### src/hdl/htsfp_pkg.sv
// ----------------------------------------------------------------------------
// htsfp_pkg: shared types and constants of the framed byte parser
// Result layout, buffer access bundle, register indexes and reset values.
// ----------------------------------------------------------------------------
package htsfp_pkg;

   localparam int BYTE_W = 8;
   localparam int IDX_W  = 6;
   localparam int CNT_W  = 32;

   typedef enum logic [0:0] {
      CSR_HEADER = 1'b0,
      CSR_TAIL   = 1'b1
   } csr_idx_type;

   localparam logic [BYTE_W-1:0] HEADER_RST = 8'hA5;
   localparam logic [BYTE_W-1:0] TAIL_RST   = 8'h5A;

   localparam logic STATUS_OK  = 1'b0;
   localparam logic STATUS_BAD = 1'b1;

   typedef struct packed {
      logic [BYTE_W-1:0] rx_byte;
   } req_type;

   typedef struct packed {
      logic              status;
      logic [BYTE_W-1:0] payload_byte;
      logic [IDX_W-1:0]  payload_index;
      logic              last;
      logic [BYTE_W-1:0] computed_sum;
      logic [BYTE_W-1:0] received_sum;
      logic [CNT_W-1:0]  failure_total;
   } rsp_type;

   // payload buffer access: one write or one read address per cycle
   typedef struct packed {
      logic              we;
      logic [IDX_W-1:0]  addr;
      logic [BYTE_W-1:0] wdata;
   } buf_req_type;

   typedef struct packed {
      logic [BYTE_W-1:0] header_byte;
      logic [BYTE_W-1:0] tail_byte;
   } cfg_type;

endpackage

### src/hdl/htsfp_buf.sv
// ----------------------------------------------------------------------------
// htsfp_buf: payload buffer
// Single-port byte memory, one write or one registered read per cycle.
// ----------------------------------------------------------------------------
module htsfp_buf #(
   parameter int DEPTH = 32
) (
   input  logic                           clock,
   input  htsfp_pkg::buf_req_type         buf_req,
   output logic [htsfp_pkg::BYTE_W-1:0]   rd_data
);
   import htsfp_pkg::*;

   localparam int AW = (DEPTH > 1) ? $clog2(DEPTH) : 1;

   logic [BYTE_W-1:0] mem [DEPTH];
   logic [BYTE_W-1:0] rd_data_ff;

   always_ff @(posedge clock) begin
      if (buf_req.we) begin
         mem[buf_req.addr[AW-1:0]] <= buf_req.wdata;
      end
      rd_data_ff <= mem[buf_req.addr[AW-1:0]];
   end

   assign rd_data = rd_data_ff;

endmodule

### config.mk
export PLATFORM = sky130hd
export DESIGN_NAME = htsfp_buf
export DESIGN_NICKNAME = d
export VERILOG_FILES = /design/src/hdl/htsfp_pkg.sv /design/src/hdl/htsfp_buf.sv
export SDC_FILE = /design/constraint.sdc
export NUM_CORES = 1
export LEC_CHECK = 0
export ABC_AREA = 1
export BUFFER_PORTS_ARGS = -buffer_cell sky130_fd_sc_hd__buf_2
export CAP_MARGIN = 40
export CORE_AREA = 2 2 152 154
export CTS_CLUSTER_SIZE = 28
export DETAILED_ROUTE_END_ITERATION = 8
export DIE_AREA = 0 0 154 156
export GPL_ROUTABILITY_DRIVEN = 0
export GPL_TIMING_DRIVEN = 0
export HOLD_SLACK_MARGIN = 0.08
export PLACE_DENSITY = 0.65
export SYNTH_ARGS = -nofsm -noshare
export SYNTH_HDL_FRONTEND = slang
export SYNTH_SLANG_ARGS = --single-unit
### constraint.sdc
create_clock -name clock -period 2.49 [get_ports clock]
set_input_delay 0.249 -clock clock [delete_from_list [all_inputs] [get_ports clock]]
set_output_delay 0.249 -clock clock [all_outputs]
set_load 0.005 [all_outputs]
* Word-level counts from Yosys, hierarchy flattened
Memory sizes are Yosys's and may differ from the RTL's. A register that Yosys moved wholly into a read port is not among the register bits.
Index checks and enable logic that the tools add are counted.
** Operators by class
- Muxes and demuxes :: 2
** Operator list (number)
- 2-to-1 mux 1 bit :: 2
** Word-level totals
- Bits in registers :: 0
- Bits in writable memories :: 256
- Bits of input ports :: 16
- Output and inout port bits :: 8
- Logic and storage cells :: 3
- Memories kept :: 1
** Memory list
- mem :: depth 32, width 8, rd ports 1, clocked after Yosys merged registers in 1, write ports 1, RTL line htsfp_buf.sv:16 : logic [BYTE_W-1:0] mem [DEPTH];

* Logic depth before layout (Yosys ltp)
- Depth in word-level cells :: 2
- Gate-level depth with buffers :: 12
- Depth with buffers taken out :: 9

* Worst setup path before layout
OpenSTA, ideal clock, no wires.
- Path type :: input port to flip-flop
- Start :: input buf_req[10] in the netlist's numbering
- End :: memory mem[28][0], enable pin
- Arrival time :: 1.341 ns
- Data required time :: 2.120 ns
- Setup slack :: 0.779 ns
- Stages :: 5
- Path buffers :: 1
- Path through :: buf_4 > inv_2 > nor3_2 > inv_1 > nor2_1
** RTL lines
- from (decl) :: RTL line htsfp_buf.sv:9 : input htsfp_pkg::buf_req_type buf_req,
- to (decl) :: RTL line htsfp_buf.sv:16
Straight into the memory's write port.

* Final worst setup path
- Start :: input buf_req[9] in the netlist's numbering
- End :: memory mem[24][0], enable pin
Straight into the memory's write port.

==> metrics.txt <==
depth of the worst register-to-register path 8; total global routing overflow 0; static leakage approximately 5.2 nW; combinational share of power approximately 5.8%; Total Nets Final 1127; number of cells in the finished layout apart from fillers 1418; slew at the pin with the worst max-slew slack between 900 and 1000 ps; power per cell area roughly 800 nW/um^2; clock insertion delay at the later pin of the skew report about 540 ps; via count of the first global-routing pass 6699; dominant cell type by area after synthesis sky130_fd_sc_hd__edfxtp_1; net switching power of the design between 2 and 2.5 mW; number of cell rows 55; Arr. time, crit path approximately 2300 ps; net count after synthesis 1079; sequential-to-total area share from yosys stat 71.4%; Longest Clk Path Bufs 3; DRC 0; final setup violating endpoints 0; total I/O pin count 24; type of the worst min-delay path in -> reg; startpoint type of the worst setup path input pin; Yosys top cell area share between 60 and 70%; Detailed Route WL roughly 26000 um; fraction of the cycle the final worst path needs around 87%; placed instance count 1366; unrepaired setup endpoints after global routing no; number of enable flip-flop cells after synthesis 256; TritonCTS clock tree done; average footprint of a synthesized cell slightly above 10 sq um; Synth Cell Area 11000 sq um; die width around 150 um; Worst setup EP type flip-flop; final-report max-slew violation count 0; Final Core Density a little under three fifths; P_int 7.85 mW; total CTS buffers 28; Starting Density 49.1%; worst-case clock skew 12.0 ps; beginning of the worst register-to-register path mem[15][3]; number of inserted diodes 0; number of instances in the synthesized netlist about 1100; crit path max fanout 10; Crit Path Category in -> reg; cell types with the highest counts after synthesis sky130_fd_sc_hd__nand2_1, sky130_fd_sc_hd__edfxtp_1, sky130_fd_sc_hd__nor2_1, sky130_fd_sc_hd__buf_2, sky130_fd_sc_hd__buf_4; fraction of power consumed by sequential logic approximately half; number of distinct library cells after synthesis 12; buffers inserted by post-CTS timing repair 0; DRT antenna net count 0; half-perimeter wire length of the detailed placement result 16100 um; Area Overhead vs Synth 13.1%; Final min period ~2200 ps; CORE AREA about 22000 sq um; H-tree level count 1; synthesis-stage register bit count 264; ys async rst share 0%; average vias per placed instance just over 5; cell types with the largest area share after synthesis sky130_fd_sc_hd__edfxtp_1, sky130_fd_sc_hd__nand2_1, sky130_fd_sc_hd__nor2_1; global-route wire length before repair around 38000 um; port buffer count 18; WL/cell around 18 um; beginning of the worst hold path buf_req[7]; data required time at the worst endpoint approximately 2700 ps; clock slew at the register clock pins of the worst setup and hold paths 60 ps; Starting DRT DRC Count ~560; Max-slew headroom ~36%; vertical die dimension ~160 um; clock network power share approximately 44%; number of vias after detailed routing slightly above 7000; number of iterations in the first detailed-routing pass 7; maximum clock rate 461 MHz; leading cell type by number of instances after synthesis sky130_fd_sc_hd__nand2_1; root buf cell sky130_fd_sc_hd__clkbuf_16; instance count along the most critical hold path 1; YS warnings 0; worst-case vdd ir drop ~0.55 mV; Main synth FF type sky130_fd_sc_hd__edfxtp_1; Post-CTS Hold Fix Bufs 0; fraction of layout cells with a size suffix above 1 a little over a tenth; Critical Path Start buf_req[9]; number of antenna violations at the first check in global routing 0; largest net degree at the start of global routing 33; GRT Util Overall a little over a fifth; die area between 20000 and 25000 sq um; CTS-repair resized insts 0; final hold vios 0; number of clock sinks seen by CTS approximately 260; switching power share of the total 21.1%; number of max-cap violations 0; result of the run completed
[placed cells by master (no fill, tap or decap), types with 8 or more instances in the layout]
cell type / count
sky130_fd_sc_hd__clkbuf_16: 29
sky130_fd_sc_hd__nor2_1: 48
sky130_fd_sc_hd__buf_2: 42
sky130_fd_sc_hd__inv_2: 9
sky130_fd_sc_hd__dfxtp_1: 8
sky130_fd_sc_hd__nand2_1: 680
sky130_fd_sc_hd__nor3_2: 8
sky130_fd_sc_hd__edfxtp_1: 256
sky130_fd_sc_hd__buf_4: 13
sky130_fd_sc_hd__clkbuf_1: 13
[layer usage]
layer  vias up  part of all wire [%]  GRT usage [%]
met5         -                     0              0
met4         0                   2.3           6.19
met3        40                   6.7           3.47
met2       240                    46           35.2
met1      3364                    45           30.1
li1       3537                     -              -
[worst paths after layout]
kind	to	slack, ps
worst max-delay path	mem[24][0]	320
worst min-delay path	mem[19][7]	280
worst max register to register	rd_data[3]	1220
worst min register to register	rd_data[4]	730
[area by class of cell]
class	instances	area [sq um]
sequential	264	7850
clock inverter	14	196
multi-input combinational	740	2830
inverter	13	48.8
buffer	46	259
clock buffer	38	800
tap	285	357
timing repair buffer	18	90.1
fill	1913	9930
[metrics by stage]
stage	worst slack [ps]	instance area (sq um)	total power, mW	TNS [ps]	hold WS (ps)
floorplan	779	11000	5.37	0	348
global placement	-165	11400	5.61	-12350	626
detailed placement	-180	11400	5.62	-16650	625
CTS	390	12400	9.99	0	257
global route	254	12400	10.3	0	265
finish	319	12400	9.95	0	276
[sequential cells by signal, summed over array words and instances (netlist names)]
signal / flops
mem: 256
rd_data: 8
[power by group through the flow]
stage	Sequential [mW]	Clock, mW	Combinational, mW
finish	4.96	4.42	0.572
floorplan	5.05	0	0.321
detailed placement	5.05	0	0.569
global placement	5.05	0	0.562
global route	4.96	4.66	0.635
CTS	4.96	4.46	0.571
[logic make-up (layout without fill, tap and decap cells)]
group / Yosys count / count (layout) / share of synthesized area (%)
buffers and inverters: 59 / 129 / 2.80
DFF: 264 / 264 / 71.4
and+or+nand+nor: 740 / 740 / 25.8
[critical path, cell delays in order]
cell and delay [ps]:
sky130_fd_sc_hd__buf_2 130, sky130_fd_sc_hd__inv_2 60, sky130_fd_sc_hd__buf_2 290, sky130_fd_sc_hd__buf_2 300, sky130_fd_sc_hd__nand3_1 470, sky130_fd_sc_hd__nor2_1 830
(Power assumes the default switching activity.)
